$ cat config.mk
export PLATFORM = sky130hd
export DESIGN_NAME = rpdf_ctrl
export DESIGN_NICKNAME = d
export VERILOG_FILES = /design/src/rtl/rpdf_pkg.sv /design/src/rtl/rpdf_ctrl.sv
export SDC_FILE = /design/constraint.sdc
export NUM_CORES = 1
export LEC_CHECK = 0
export ABC_CLOCK_PERIOD_IN_PS = 2270
export BUFFER_PORTS_ARGS = -buffer_cell sky130_fd_sc_hd__buf_2
export CAP_MARGIN = 25
export CORE_AREA = 2 2 39 41
export DETAILED_ROUTE_END_ITERATION = 12
export DIE_AREA = 0 0 41 43
export MAX_ROUTING_LAYER = met4
export PLACE_DENSITY = 0.78
export SETUP_SLACK_MARGIN = 0.05
export SLEW_MARGIN = 30
export SYNTH_ARGS = -nofsm -noshare
export SYNTH_HDL_FRONTEND = slang
export SYNTH_SLANG_ARGS = --single-unit
export TNS_END_PERCENT = 50
$ cat constraint.sdc
create_clock -name clk -period 2.27 [get_ports clk]
set_input_delay 0.454 -clock clk [delete_from_list [all_inputs] [get_ports clk]]
set_output_delay 0.454 -clock clk [all_outputs]
set_load 0.05 [all_outputs]
$ cat src/rtl/rpdf_pkg.sv
// rpdf_pkg: shared types, codes and constants of the read pair duplicate filter.
// No dependencies.
package rpdf_pkg;

  localparam int unsigned SetCapacity = 65536;
  localparam int unsigned SlotWidth   = $clog2(SetCapacity);
  localparam int unsigned CountWidth  = SlotWidth + 1;

  localparam logic [1:0] CfgSkipRead1 = 2'd0;
  localparam logic [1:0] CfgKeyLenRead1 = 2'd1;
  localparam logic [1:0] CfgSkipRead2 = 2'd2;
  localparam logic [1:0] CfgKeyLenRead2 = 2'd3;

  localparam logic [2:0] VerdictUnique    = 3'd0;
  localparam logic [2:0] VerdictDuplicate = 3'd1;
  localparam logic [2:0] VerdictShort     = 3'd2;
  localparam logic [2:0] VerdictBadBase   = 3'd3;
  localparam logic [2:0] VerdictFull      = 3'd4;

  localparam logic [63:0] HashMult = 64'h9E37_79B9_7F4A_7C15;

  typedef struct packed {
    logic [7:0] base;
    logic       base_present;
    logic       second_read;
    logic       end_of_read;
  } in_item_t;

  typedef struct packed {
    logic [2:0]  verdict;
    logic [63:0] pair_key;
    logic [31:0] unique_count;
    logic [31:0] duplicate_count;
    logic [31:0] discard_count;
  } out_item_t;

  // Controller to datapath.
  typedef struct packed {
    logic take_item;     // absorb the input transaction
    logic clear_start;   // reset clear pointer
    logic clear_step;    // write one invalid entry
    logic hash_start;    // load key into hash pipeline
    logic hash_step;     // advance hash pipeline
    logic probe_read;    // issue read at probe slot
    logic probe_eval;    // evaluate read data
    logic probe_next;    // move to next slot
    logic finish;        // emit result
  } dp_cmd_t;

  // Datapath to controller.
  typedef struct packed {
    logic clear_done;
    logic verdict_now;   // read-2 close: verdict needed
    logic needs_probe;   // verdict goes to the set
    logic hash_done;
    logic probe_hit;     // evaluation finished (free slot, match or full)
    logic out_busy;      // output register still full
  } dp_status_t;

  function automatic logic [2:0] base_code(input logic [7:0] c);
    logic [2:0] r;
    case (c)
      8'h43, 8'h63: r = 3'd0;
      8'h41, 8'h61: r = 3'd1;
      8'h54, 8'h74: r = 3'd2;
      8'h47, 8'h67: r = 3'd3;
      default:      r = 3'd4;
    endcase
    return r;
  endfunction

  function automatic logic [31:0] sat_inc(input logic [31:0] v);
    return (v == 32'hFFFF_FFFF) ? v : v + 32'd1;
  endfunction

endpackage

$ cat src/rtl/rpdf_ctrl.sv
// rpdf_ctrl: sequencer of the duplicate filter (clear sweep, hash, probe).
// Depends on rpdf_pkg.
module rpdf_ctrl (
  input  logic                clk,
  input  logic                rst,
  input  logic                in_valid,
  output logic                in_stall,
  input  rpdf_pkg::dp_status_t sts,
  output rpdf_pkg::dp_cmd_t    cmd
);
  import rpdf_pkg::*;

  typedef enum logic [6:0] {
    S_INIT  = 7'b0000001,
    S_CLEAR = 7'b0000010,
    S_IDLE  = 7'b0000100,
    S_HASH  = 7'b0001000,
    S_READ  = 7'b0010000,
    S_EVAL  = 7'b0100000,
    S_DONE  = 7'b1000000
  } state_t;

  state_t state, state_next;
  logic   accept;

  assign in_stall = (state != S_IDLE) || sts.out_busy;
  assign accept   = in_valid && !in_stall;

  always_comb begin
    state_next = state;
    cmd = '0;
    case (state)
      S_INIT: begin
        cmd.clear_start = 1'b1;
        state_next = S_CLEAR;
      end
      S_CLEAR: begin
        cmd.clear_step = 1'b1;
        if (sts.clear_done) state_next = S_IDLE;
      end
      S_IDLE: begin
        if (accept) begin
          cmd.take_item = 1'b1;
          if (sts.verdict_now) begin
            if (sts.needs_probe) begin
              cmd.hash_start = 1'b1;
              state_next = S_HASH;
            end else begin
              cmd.finish = 1'b1;
            end
          end
        end
      end
      S_HASH: begin
        cmd.hash_step = 1'b1;
        if (sts.hash_done) state_next = S_READ;
      end
      S_READ: begin
        cmd.probe_read = 1'b1;
        state_next = S_EVAL;
      end
      S_EVAL: begin
        cmd.probe_eval = 1'b1;
        if (sts.probe_hit) begin
          state_next = S_DONE;
        end else begin
          cmd.probe_next = 1'b1;
          state_next = S_READ;
        end
      end
      S_DONE: begin
        if (!sts.out_busy) begin
          cmd.finish = 1'b1;
          state_next = S_IDLE;
        end
      end
      default: state_next = S_INIT;
    endcase
  end

  always_ff @(posedge clk) begin
    if (rst) begin
      state <= S_INIT;
    end else begin
      state <= state_next;
    end
  end

`ifndef ASSERT_OFF
  a_no_take_busy: assert property (@(posedge clk) disable iff (rst)
    cmd.take_item |-> state == S_IDLE && !sts.out_busy)
    else $error("item taken while busy");
  a_eval_after_read: assert property (@(posedge clk) disable iff (rst)
    cmd.probe_eval |-> $past(cmd.probe_read))
    else $error("evaluation without read");
  a_finish_free: assert property (@(posedge clk) disable iff (rst)
    cmd.finish |-> !sts.out_busy)
    else $error("result overwrites pending output");
`endif
endmodule

Word-level counts from Yosys, hierarchy flattened
Index checks and enable logic that the tools add are counted.
{"block": "word_totals", "reg_bits": 7, "out_inout_bits": 10, "word_cells": 44}
{"block": "classes", "eq_ne": 14, "mux": 25, "n_reduce_logical": 4}
{"cell": "$mux W7", "count": 7}
{"cell": "$pmux W7 S7", "count": 1}
{"cell": "$mux W1", "count": 15}
{"cell": "$ne A2 B2 Y1 const B", "count": 6}
{"cell": "$eq A7 B1 Y1 const B", "count": 1}
{"cell": "$eq A7 B2 Y1 const B", "count": 1}
{"cell": "$eq A7 B3 Y1 const B", "count": 1}
{"cell": "$eq A7 B4 Y1 const B", "count": 1}
{"cell": "$eq A7 B5 Y1 const B", "count": 1}
{"cell": "$eq A7 B6 Y1 const B", "count": 1}
{"cell": "$eq A7 B7 Y1 const B", "count": 1}
{"cell": "$ne A7 B3 Y1 const B", "count": 1}
{"cell": "$reduce_and A6 Y1", "count": 1}
{"cell": "$mux W2", "count": 1}
{"cell": "$pmux W1 S2", "count": 1}
{"cell": "$logic_and A1 B1 Y1", "count": 1}
{"cell": "$logic_not A1 Y1", "count": 1}
{"cell": "$logic_or A1 B1 Y1", "count": 1}

Longest topological paths before layout
Gate-level depths: netlist (run 1).
{"block": "depth", "depth_word": 6, "depth_mapped": 5, "depth_no_buf": 4}

Least setup slack after synthesis (run 1)
OpenSTA, ideal clock, no wires.
{"block": "synth_path", "path_kind": "register -> output", "startpoint": "reg state[6]", "endpoint": "out cmd[1] (netlist bit)", "t_arrival_ns": 2.025, "required_ns": 1.816, "setup_slack_ns": -0.209, "path_stages_with_launch": 5, "path_buffers": 1, "path_cell_list": "dfxtp_1 buf_6 nor3_2 and4b_1 nor2b_1"}
{"element": "from (decl)", "line": "rpdf_ctrl.sv:23", "rtl": "state_t state, state_next;"}
{"element": "from (signal assigned)", "line": "rpdf_ctrl.sv:85", "rtl": "state <= state_next;"}
{"element": "to (decl)", "line": "rpdf_ctrl.sv:9", "rtl": "output rpdf_pkg::dp_cmd_t cmd"}

==> results of run 1 <==
-- worst reg2reg max path, cell delays in order, from the launching register on --
cell and delay (ps):
dfxtp_1 370, buf_4 210, nor4b_1 490, nand2_1 160
nand4_1 140, a2111oi_2 70
-- what timing repair did --
item                                    4_1_cts  5_1_grt
endpoints found under the setup margin        3        4
setup buffers                                 0        0
pin swaps                                     1        3
cloned                                        0        0
gates resized for setup                       5       11
hold endpoints to repair                      0        0
-- through the flow --
step           utilization [%]  setup slack (ps)  hold slack, ps  cell area (um^2)
6_report                 54.97             92.26           469.5             760.7
5_1_grt                  54.97             30.28           470.3             760.7
4_1_cts                  52.53             41.17           465.1             726.9
3_5_place_dp             49.55             160.8           698.0             685.7
3_3_place_gp             49.55             212.6           670.9             685.7
2_1_floorplan                -            -128.1           520.9             588.1
-- cell families (layout without fill, tap and decap cells) --
kind of cell / count (synthesis) / count (layout)
compound gates: 12 / 12
simple gates: 42 / 42
buf+inv: 9 / 29
flops: 7 / 7
xor+xnor: 2 / 2
-- power by group through the flow --
stage          logic [uW]  clock network [uW]  registers [uW]
3_3_place_gp          284                   0             178
4_1_cts               292                 120             176
5_1_grt               348                 129             190
3_5_place_dp          289                   0             178
6_report              321                 116             185
2_1_floorplan         254                   0             149
-- layer usage --
layer / up-vias / track usage, % / part of all wire, %
met5: - / - / 0
li1: 299 / - / -
met1: 290 / 20.90 / 40
met3: 7 / 7.853 / 4.5
met4: 0 / 13.33 / 3.6
met2: 16 / 28.13 / 52
-- layout make-up --
cell class              instances  area (um^2)  area share, %
inverters                       3        11.26          1.480
well taps                      16        20.02          2.632
multi-input cells              56        424.2          55.76
flip-flops and latches          7        150.1          19.74
repair buffers                 22        128.9          16.94
clock buffers                   4        26.28          3.454
-- cells in the mapped netlist --
master and instances:
nor2_1 7, buf_6 2, a2111oi_2 1, o31a_1 1
nor4_2 1, nand2_1 7, buf_2 4, nand4_1 2
or4_4 1, o211ai_1 1, and2_1 1, a21oi_1 5
nor3_2 1, nor4b_1 3, a21oi_2 1, nand2b_4 1
and4b_1 2, nor4b_4 1, o21ai_0 1, nor4bb_1 1
xor2_1 2, nor3_1 3, or3_1 1, nand3b_1 1
nor2_2 1, dfxtp_1 7, a211o_1 1, a21o_1 1
nor2b_1 3, nor3b_1 2, inv_1 3, nand3_1 2
or2_2 1
-- path summary, 6_finish.rpt --
check                           startpoint  slack, ps  endpoint  depth (start not counted)
worst min-delay path                sts[1]        470  state[6]                          3
worst max register to register    state[1]        700  state[4]                          5
worst min register to register    state[0]        620  state[2]                          3
worst max-delay path              state[4]         90    cmd[0]                          5
==> metrics.csv, run 1 <==
stage;metric;value;unit
status;status;complete, no violations;
synthesis;syn_area_per_cell;8.081;um^2
placed_design;I/O Buffers;18;
synthesis;multiplexer area fraction after synthesis;0;%
placed_design;dpl cells;104;
power;P per Cell Area;817.6;mW/mm^2
sta;Final Critical Period;2178;ps
placed_design;post-DP HPWL;1.029;mm
die;Die X-Extent;41;um
setup_path;CP peak stage delay;560;ps
placed_design;gpl congestion;0.8354;
layout;post-route insts no fill;108;
die;# rows;14;
setup_path;Crit Path Category;reg2out;
power;Net Sw Frac;42.98;%
setup_path;Critical Path AT;1720;ps
clock_network;clock sink count;7;
setup_path;Crit path max-delay family;simple AND/OR/NAND/NOR gates;
layout;FILL cells;120;
sta;worst-case clock skew;2.282;ps
min_path;HP Class;in2reg;
layout;most frequent cells in the layout;buf_2, nand2_1, nor2_1, buf_4, a21oi_1;
die;die area;0.001763;mm^2
sta;Final setup viols;0;
global_route;antenna violations before repair;0;
clock_network;Bufs on Longest Clock Path;2;
sta;period utilization;95.94;%
routing;via count;612;
sta;RSZ-0062 raised after global routing;true;
synthesis;top cells by area, synth;dfxtp_1, nand2_1, nor2_1;
routing;DR DRC count;0;
sta;Worst Max-Slew Pin Slew;548.3;ps
power;Reg power frac;29.8;%
synthesis;area share of xor/xnor cells in the synthesized design;3.011;%
global_route;largest net degree at the start of global routing;11;
clock_network;worst skew pair latency;260;ps
layout;layout cells sized above 1;46.74;%
synthesis;flops & latches, synth;7;
synthesis;Synth Area in Compound Gates;14.84;%
setup_path;Startpoint Class;register;
run;maxcap violations;0;
synthesis;Post-Syn Area;581.8;um^2
routing;Routed WL per cell;13.08;um
layout;Total Nets Final;102;
synthesis;syn_nets;81;
sta;Worst slew margin;62.93;%
sta;FMAX;0.4592;GHz
power;PnR Total Power;622.0;uW
synthesis;largest family of logic cells by synthesized area;simple AND/OR/NAND/NOR gates;
global_route;first-pass GRT wire length;2.208;mm
layout;Biggest register;state;
routing;vias per cell;5.667;
synthesis;Synth Area in Simple Gates;48.82;%
setup_path;CP Max Fanout;7;
clock_network;cts hold-fix bufs;0;
routing;drt pass-1 iters;4;
clock_network;CTS clock-pin slew for the worst setup and hold paths;50;ps
sta;TNS Setup;0;ps
clock_network;Num CTS Buffers;3;
die;I/O pin count;19;
power;Net Switching;267.3;uW
clock_network;htree depth;1;
layout;commonest non-fill, non-tap cell in the layout;buf_2;
routing;post-route ant nets;0;
synthesis;Post-Syn Instances;72;
synthesis;post-synthesis sequential area ratio;24.09;%
synthesis;Ys Warns;0;
synthesis;area share of fa/ha/maj cells after synthesis;0;%
routing;initial DRC count;33;
sta;Hold Fails Final Rpt;0;
synthesis;Synth area leader;dfxtp_1;
setup_path;CP cell instances;or4_4 -> nor2_4 -> nand3b_1 -> a21oi_2 -> buf_6;
setup_path;Crit path buffers/inverters;1;
sta;Max Transition Viols Final;0;
layout;largest registers;state (7);
setup_path;CP Data Required Time;1820;ps
clock_network;CTS tree;built;
layout;P&R area growth vs syn;30.75;%
power;Pleak;0.0003407;uW
die;Die Ht;43;um
power;clock share of power;18.6;%
setup_path;Slowest cell on crit path;or4_4;
layout;Largest register FFs;7;
clock_network;Root Buffer;clkbuf_4;
routing;Routed WL;1.413;mm
power;part of the power in combinational logic;51.6;%
setup_path;Worst setup EP type;primary output;
power;P_int;354.7;uW
die;initial core utilization;42.04;%
power;VDD IR-drop max;301.4;uV
synthesis;Cell variety after synth;33;
synthesis;Yosys top cell area share;24.09;%
global_route;vias in the first global route;518;
layout;Antenna Cells;0;
die;core area;0.001384;mm^2
global_route;total track usage;19.55;%
global_route;GRT Residual Overflow;0;
(Power assumes the default switching activity.)
==> run 2, diff against run 1 <==
- CORE_AREA: 2 2 39 41 -> not set
- CORE_MARGIN: not set -> 1.5
- CORE_UTILIZATION: not set -> 40
- DIE_AREA: 0 0 41 43 -> not set
- PLACE_DENSITY: 0.78 -> 0.73
==> run 2 against run 1 <==
Compared with the run above:
- global-route usage rose by 1.4 points
- total power down 0.22%
- die area down 4.0%
- clock-buffer cell count is the same
- clock skew up 1.6 ps
- clock power about the same
- utilization rose by 2.8 points
- via count is 4.4% lower
- routed wire length grew 2.9%
- critical path type unchanged
- largest cell class unchanged
- highest routed layer unchanged
==> metrics.csv, run 2 (synthesis gave the netlist of run 1 again) <==
stage;metric;value;unit;change
clock_network;htree depth;1;;unchanged
sta;Worst Max-Slew Pin Slew;638.2;ps;was 548.3 ps
global_route;largest net degree at the start of global routing;11;;unchanged
sta;FMAX;0.4581;GHz;was 0.4592 GHz
setup_path;Startpoint Class;register;;unchanged
run;maxcap violations;0;;unchanged
die;Die X-Extent;41.14;um;was 41 um
routing;drt pass-1 iters;4;;unchanged
sta;Final Critical Period;2183;ps;was 2178 ps
routing;vias per cell;5.417;;was 5.667
power;P per Cell Area;805.2;mW/mm^2;was 817.6 mW/mm^2
sta;Final setup viols;0;;unchanged
setup_path;Worst setup EP type;primary output;;unchanged
routing;Routed WL per cell;13.46;um;was 13.08 um
sta;period utilization;96.17;%;was 95.94%
layout;Total Nets Final;103;;was 102
clock_network;Bufs on Longest Clock Path;2;;unchanged
clock_network;Num CTS Buffers;3;;unchanged
die;I/O pin count;19;;unchanged
min_path;HP Class;in2reg;;unchanged
routing;via count;585;;was 612
setup_path;Crit Path Category;reg2out;;unchanged
global_route;total track usage;20.96;%;was 19.55%
die;# rows;13;;was 14
die;core area;0.001334;mm^2;was 0.001384 mm^2
global_route;first-pass GRT wire length;2.159;mm;was 2.208 mm
clock_network;clock sink count;7;;unchanged
clock_network;Root Buffer;clkbuf_4;;unchanged
layout;layout cells sized above 1;47.31;%;was 46.74%
clock_network;CTS tree;built;;unchanged
sta;Hold Fails Final Rpt;0;;unchanged
placed_design;placed instance area;676.9;um^2;was 685.7 um^2
routing;met2 WL;692;um;was 728 um
sta;worst-case clock skew;3.879;ps;was 2.282 ps
clock_network;CTS clock-pin slew for the worst setup and hold paths;50;ps;about the same
layout;Largest register FFs;7;;unchanged
placed_design;post-DP HPWL;1.059;mm;was 1.029 mm
routing;highest routed layer;met4;;unchanged
sta;Worst slew margin;57.10;%;was 62.93%
clock_network;worst skew pair latency;250;ps;was 260 ps
status;status;complete, no violations;;unchanged
sta;Max Transition Viols Final;0;;unchanged
die;Die Ht;41.14;um;was 43 um
routing;post-route ant nets;0;;unchanged
layout;final core occ;57.79;%;was 54.97%
setup_path;CP Max Fanout;5;;was 7
routing;initial DRC count;11;;was 33
routing;wire length on met1;680;um;was 569 um
routing;DR DRC count;0;;unchanged
power;VDD IR-drop max;504.9;uV;was 301.4 uV
die;initial core utilization;43.62;%;was 42.04%
power;PnR Total Power;620.6;uW;was 622.0 uW
routing;met3 WL;54;um;was 63 um
layout;Biggest register;state;;unchanged
layout;most frequent cells in the layout;buf_2, nand2_1, nor2_1, buf_4, a21oi_1;;unchanged
layout;Antenna Cells;0;;unchanged
layout;P&R area growth vs syn;32.47;%;was 30.75%
global_route;GRT Residual Overflow;0;;unchanged
power;Pleak;0.0003467;uW;was 0.0003407 uW
placed_design;I/O Buffers;18;;unchanged
global_route;vias in the first global route;507;;was 518
setup_path;CP Data Required Time;1820;ps;about the same
sta;RSZ-0062 raised after global routing;true;;unchanged
layout;commonest non-fill, non-tap cell in the layout;buf_2;;unchanged
die;die area;0.001693;mm^2;was 0.001763 mm^2
layout;largest registers;state (7);;unchanged
global_route;antenna violations before repair;0;;unchanged
routing;Routed WL;1.454;mm;was 1.413 mm
layout;fin area;770.7;um^2;was 760.7 um^2
placed_design;gpl congestion;0.7513;;was 0.8354
setup_path;Critical Path AT;1730;ps;was 1720 ps
## run 2: cell types whose count changed in the layout (fill, tap and decap cells not counted)
cell   delta
buf_6     +1
## run 2: where the power goes
group          leakage [uW]  total [uW]  switching (uW)  internal [uW]
sequential        0.0000590         182            40.8            141
clock             0.0000150         115            47.9           67.2
combinational      0.000273         323             176            147
total              0.000347         621             265            356
## run 2: per-layer routing
metal  vias to the layer above  track usage, %
met5                         -               -
met4                         0           9.677
met3                         4           8.152
met2                        15           33.20
met1                       267           22.98
li1                        299               -
## run 2: worst max-delay path: stages (launching register included)
cell and delay (ps):
dfxtp_4 360, or4_4 580, nor2_4 110, nand3b_1 100, a21oi_2 160, buf_6 170
## run 2: path summary, 6_finish.rpt
| kind | start | cells after the start | slack [ps] | endpoint |
|---|---|---|---|---|
| worst max-delay path | state[4] | 5 | 90 | cmd[0] |
| worst min-delay path | rst | 2 | 480 | state[4] |
| worst max register to register | state[3] | 5 | 580 | state[4] |
| worst min register to register | state[4] | 3 | 620 | state[4] |
## run 2: repair_timing
item / in CTS / in global routing
hold buffers: 0 / 0
setup buffers: 0 / 2
endpoints found under the setup margin: 3 / 3
pin swaps: 0 / 3
gates resized for setup: 4 / 12
## run 2: area by class of cell
type,count,area (um^2)
fill,136,563.0
tap,15,18.77
sequential,7,150.1
clock buffer,4,26.28
inverter,3,11.26
timing repair buffer,23,140.1
multi-input combinational,56,424.2
## run 2: through the flow
stage | setup slack, ps | cells | setup TNS, ps | hold slack, ps
6_report | 86.93 | 108 | 0 | 477.3
5_1_grt | 16.18 | 108 | 0 | 463.7
4_1_cts | 5.851 | 106 | 0 | 477.1
3_5_place_dp | 163.4 | 102 | 0 | 684.2
3_3_place_gp | 217.9 | 102 | 0 | 665.3
2_1_floorplan | -128.1 | 72 | -249.0 | 520.9
==> run 3, diff against run 2 <==
- PLACE_DENSITY: 0.73 -> 0.63
==> run 3 against run 2 <==
Compared with the run above:
- via count did not move
- combinational power fell by 2%
- worst hold slack got worse by 16 ps
- global-route usage fell by 1.1 points
- flip-flop and latch count did not move
- clock-buffer cell count did not move
- clock skew rose by 2.3 ps
- maximum frequency rose by 1.3%
- utilization fell by 1.1 points
- critical path type unchanged
- largest cell class unchanged
==> metrics.csv, run 3 (synthesis gave the netlist of run 1 again) <==
stage;metric;value;unit;change
global_route;largest net degree at the start of global routing;11;;unchanged
layout;fin area;755.7;um^2;was 770.7 um^2
power;Reg power frac;28.5;%;was 29.4%
global_route;met2 Use GR;27.34;%;was 33.20%
setup_path;Startpoint Class;register;;unchanged
sta;period utilization;94.93;%;was 96.17%
sta;Worst slew margin;63.21;%;was 57.10%
clock_network;worst skew pair latency;260;ps;was 250 ps
sta;Worst Max-Slew Pin Slew;547.3;ps;was 638.2 ps
placed_design;gpl congestion;0.7776;;was 0.7513
routing;via count;585;;unchanged
sta;worst-case clock skew;6.151;ps;was 3.879 ps
clock_network;Bufs on Longest Clock Path;2;;unchanged
min_path;hold endpoint;state[4];;unchanged
placed_design;placed instance area;691.9;um^2;was 676.9 um^2
layout;most frequent cells in the layout;buf_2, nand2_1, buf_4, nor2_1;;was buf_2, nand2_1, nor2_1, buf_4, a21oi_1
sta;Hold Fails Final Rpt;0;;unchanged
min_path;hold path depth;2;;unchanged
layout;Biggest register;state;;unchanged
power;P per Cell Area;805.0;mW/mm^2;was 805.2 mW/mm^2
die;Die X-Extent;41.14;um;unchanged
run;maxcap violations;0;;unchanged
min_path;worst hold start;rst;;unchanged
die;initial core utilization;43.62;%;unchanged
layout;FILL cells;117;;was 136
setup_path;R2R depth;5;;unchanged
routing;post-route ant nets;0;;unchanged
global_route;total track usage;19.89;%;was 20.96%
power;clock share of power;19.2;%;was 18.6%
power;P_int;347.4;uW;was 355.6 uW
layout;Total Nets Final;104;;was 103
routing;drt pass-1 iters;5;;was 4
routing;initial DRC count;12;;was 11
layout;Largest register FFs;7;;unchanged
die;I/O pin count;19;;unchanged
setup_path;Crit Path Category;reg2out;;unchanged
setup_path;Worst setup EP type;primary output;;unchanged
layout;commonest non-fill, non-tap cell in the layout;buf_2;;unchanged
power;part of the power in combinational logic;52.3;%;was 52.1%
routing;Routed WL;1.360;mm;was 1.454 mm
global_route;vias in the first global route;481;;was 507
routing;DR DRC count;0;;unchanged
global_route;GRT Residual Overflow;0;;unchanged
layout;layout cells sized above 1;46.81;%;was 47.31%
clock_network;htree depth;1;;unchanged
clock_network;Num CTS Buffers;3;;unchanged
layout;Antenna Cells;0;;unchanged
die;core area;0.001334;mm^2;unchanged
status;status;complete, no violations;;unchanged
setup_path;Critical Path AT;1700;ps;was 1730 ps
clock_network;CTS tree;built;;unchanged
global_route;antenna violations before repair;0;;unchanged
setup_path;CP Max Fanout;4;;was 5
sta;Final Critical Period;2155;ps;was 2183 ps
setup_path;CP Data Required Time;1820;ps;about the same
setup_path;r2r setup slk;790;ps;was 580 ps
global_route;GR Util met1;27.65;%;was 22.98%
die;# rows;13;;unchanged
sta;Max Transition Viols Final;0;;unchanged
layout;largest registers;state (7);;unchanged
layout;P&R area growth vs syn;29.89;%;was 32.47%
routing;Routed WL per cell;12.48;um;was 13.46 um
die;Die Ht;41.14;um;unchanged
layout;post-route insts no fill;109;;was 108
power;Net Sw Frac;42.89;%;was 42.70%
global_route;GRT busiest layer;met1;;was met2
placed_design;post-DP HPWL;1.015;mm;was 1.059 mm
setup_path;RR Startpoint;state[2];;was state[3]
global_route;first-pass GRT wire length;2.118;mm;was 2.159 mm
clock_network;CTS clock-pin slew for the worst setup and hold paths;60;ps;was 50 ps
placed_design;I/O Buffers;18;;unchanged
power;Net Switching;260.9;uW;was 265.0 uW
sta;Final setup viols;0;;unchanged
placed_design;dpl cells;104;;was 102
clock_network;clock sink count;7;;unchanged
power;Pleak;0.0003462;uW;was 0.0003467 uW
setup_path;reg2reg end;state[4];;unchanged
setup_path;CP Launch Point;state[5];;was state[4]
sta;FMAX;0.4640;GHz;was 0.4581 GHz
sta;RSZ-0062 raised after global routing;false;;was true
routing;vias per cell;5.367;;was 5.417
power;VDD IR-drop max;426.0;uV;was 504.9 uV
min_path;HP Class;in2reg;;unchanged
die;die area;0.001693;mm^2;unchanged
global_route;met3 GRT Util;8.152;%;unchanged
clock_network;Root Buffer;clkbuf_4;;unchanged
run 3: worst max-delay path by stage:
stage          endpoint  slack [ps]  depth (start not counted)
2_1_floorplan    cmd[4]        -130                          4
5_1_grt          cmd[0]          60                          5
6_report         cmd[0]         120                          5
4_1_cts          cmd[0]           7                          5
3_3_place_gp     cmd[0]         220                          5
3_5_place_dp     cmd[0]         160                          5
run 3: power groups by stage:
stage	logic [uW]	registers [uW]	clock network (uW)
after floorplan	254	149	0
after detailed placement	298	174	0
after global routing	345	177	125
after global placement	295	172	0
final	318	173	117
after CTS	306	171	120
run 3: routing by layer:
| layer | wire length, um | vias up | part of all wire, % |
|---|---|---|---|
| met5 | 0 | - | 0 |
| met4 | 8 | 0 | 0.59 |
| met2 | 622 | 15 | 46 |
| li1 | - | 302 | - |
| met1 | 657 | 266 | 48 |
| met3 | 71 | 2 | 5.2 |
run 3: final cells by class:
class	instances	area [um^2]	area share, %
well taps	15	18.77	2.483
clock buffers	4	26.28	3.477
multi-input cells	56	411.6	54.47
flip-flops and latches	7	143.9	19.04
inverters	3	11.26	1.490
repair buffers	24	143.9	19.04
run 3: worst max-delay path, cell delays in order (launching register included):
cell,delay [ps]
dfxtp_1,350
nor3_2,250
nand3_2,130
or3_1,390
a21oi_2,160
buf_6,170
run 3: what timing repair did:
| action | in CTS | in global routing |
|---|---|---|
| endpoints found under the setup margin | 3 | 4 |
| endpoints found under the hold margin | 0 | 0 |
| gates resized for setup | 4 | 6 |
| hold buffers | 0 | 0 |
| pin swaps | 0 | 3 |
| buffers inserted | 0 | 1 |
run 3: per-stage QoR:
step	hold WS (ps)	utilization [%]	TNS [ps]	worst slack (ps)	total power (uW)
3_5_place_dp	688.9	51.88	0	158.8	471.6
3_3_place_gp	677.0	51.88	0	224.4	466.5
5_1_grt	478.2	56.66	0	62.14	647.2
2_1_floorplan	520.9	-	-249.0	-128.1	402.8
6_report	461.2	56.66	0	115.0	608.3
4_1_cts	465.8	54.88	0	6.773	596.4
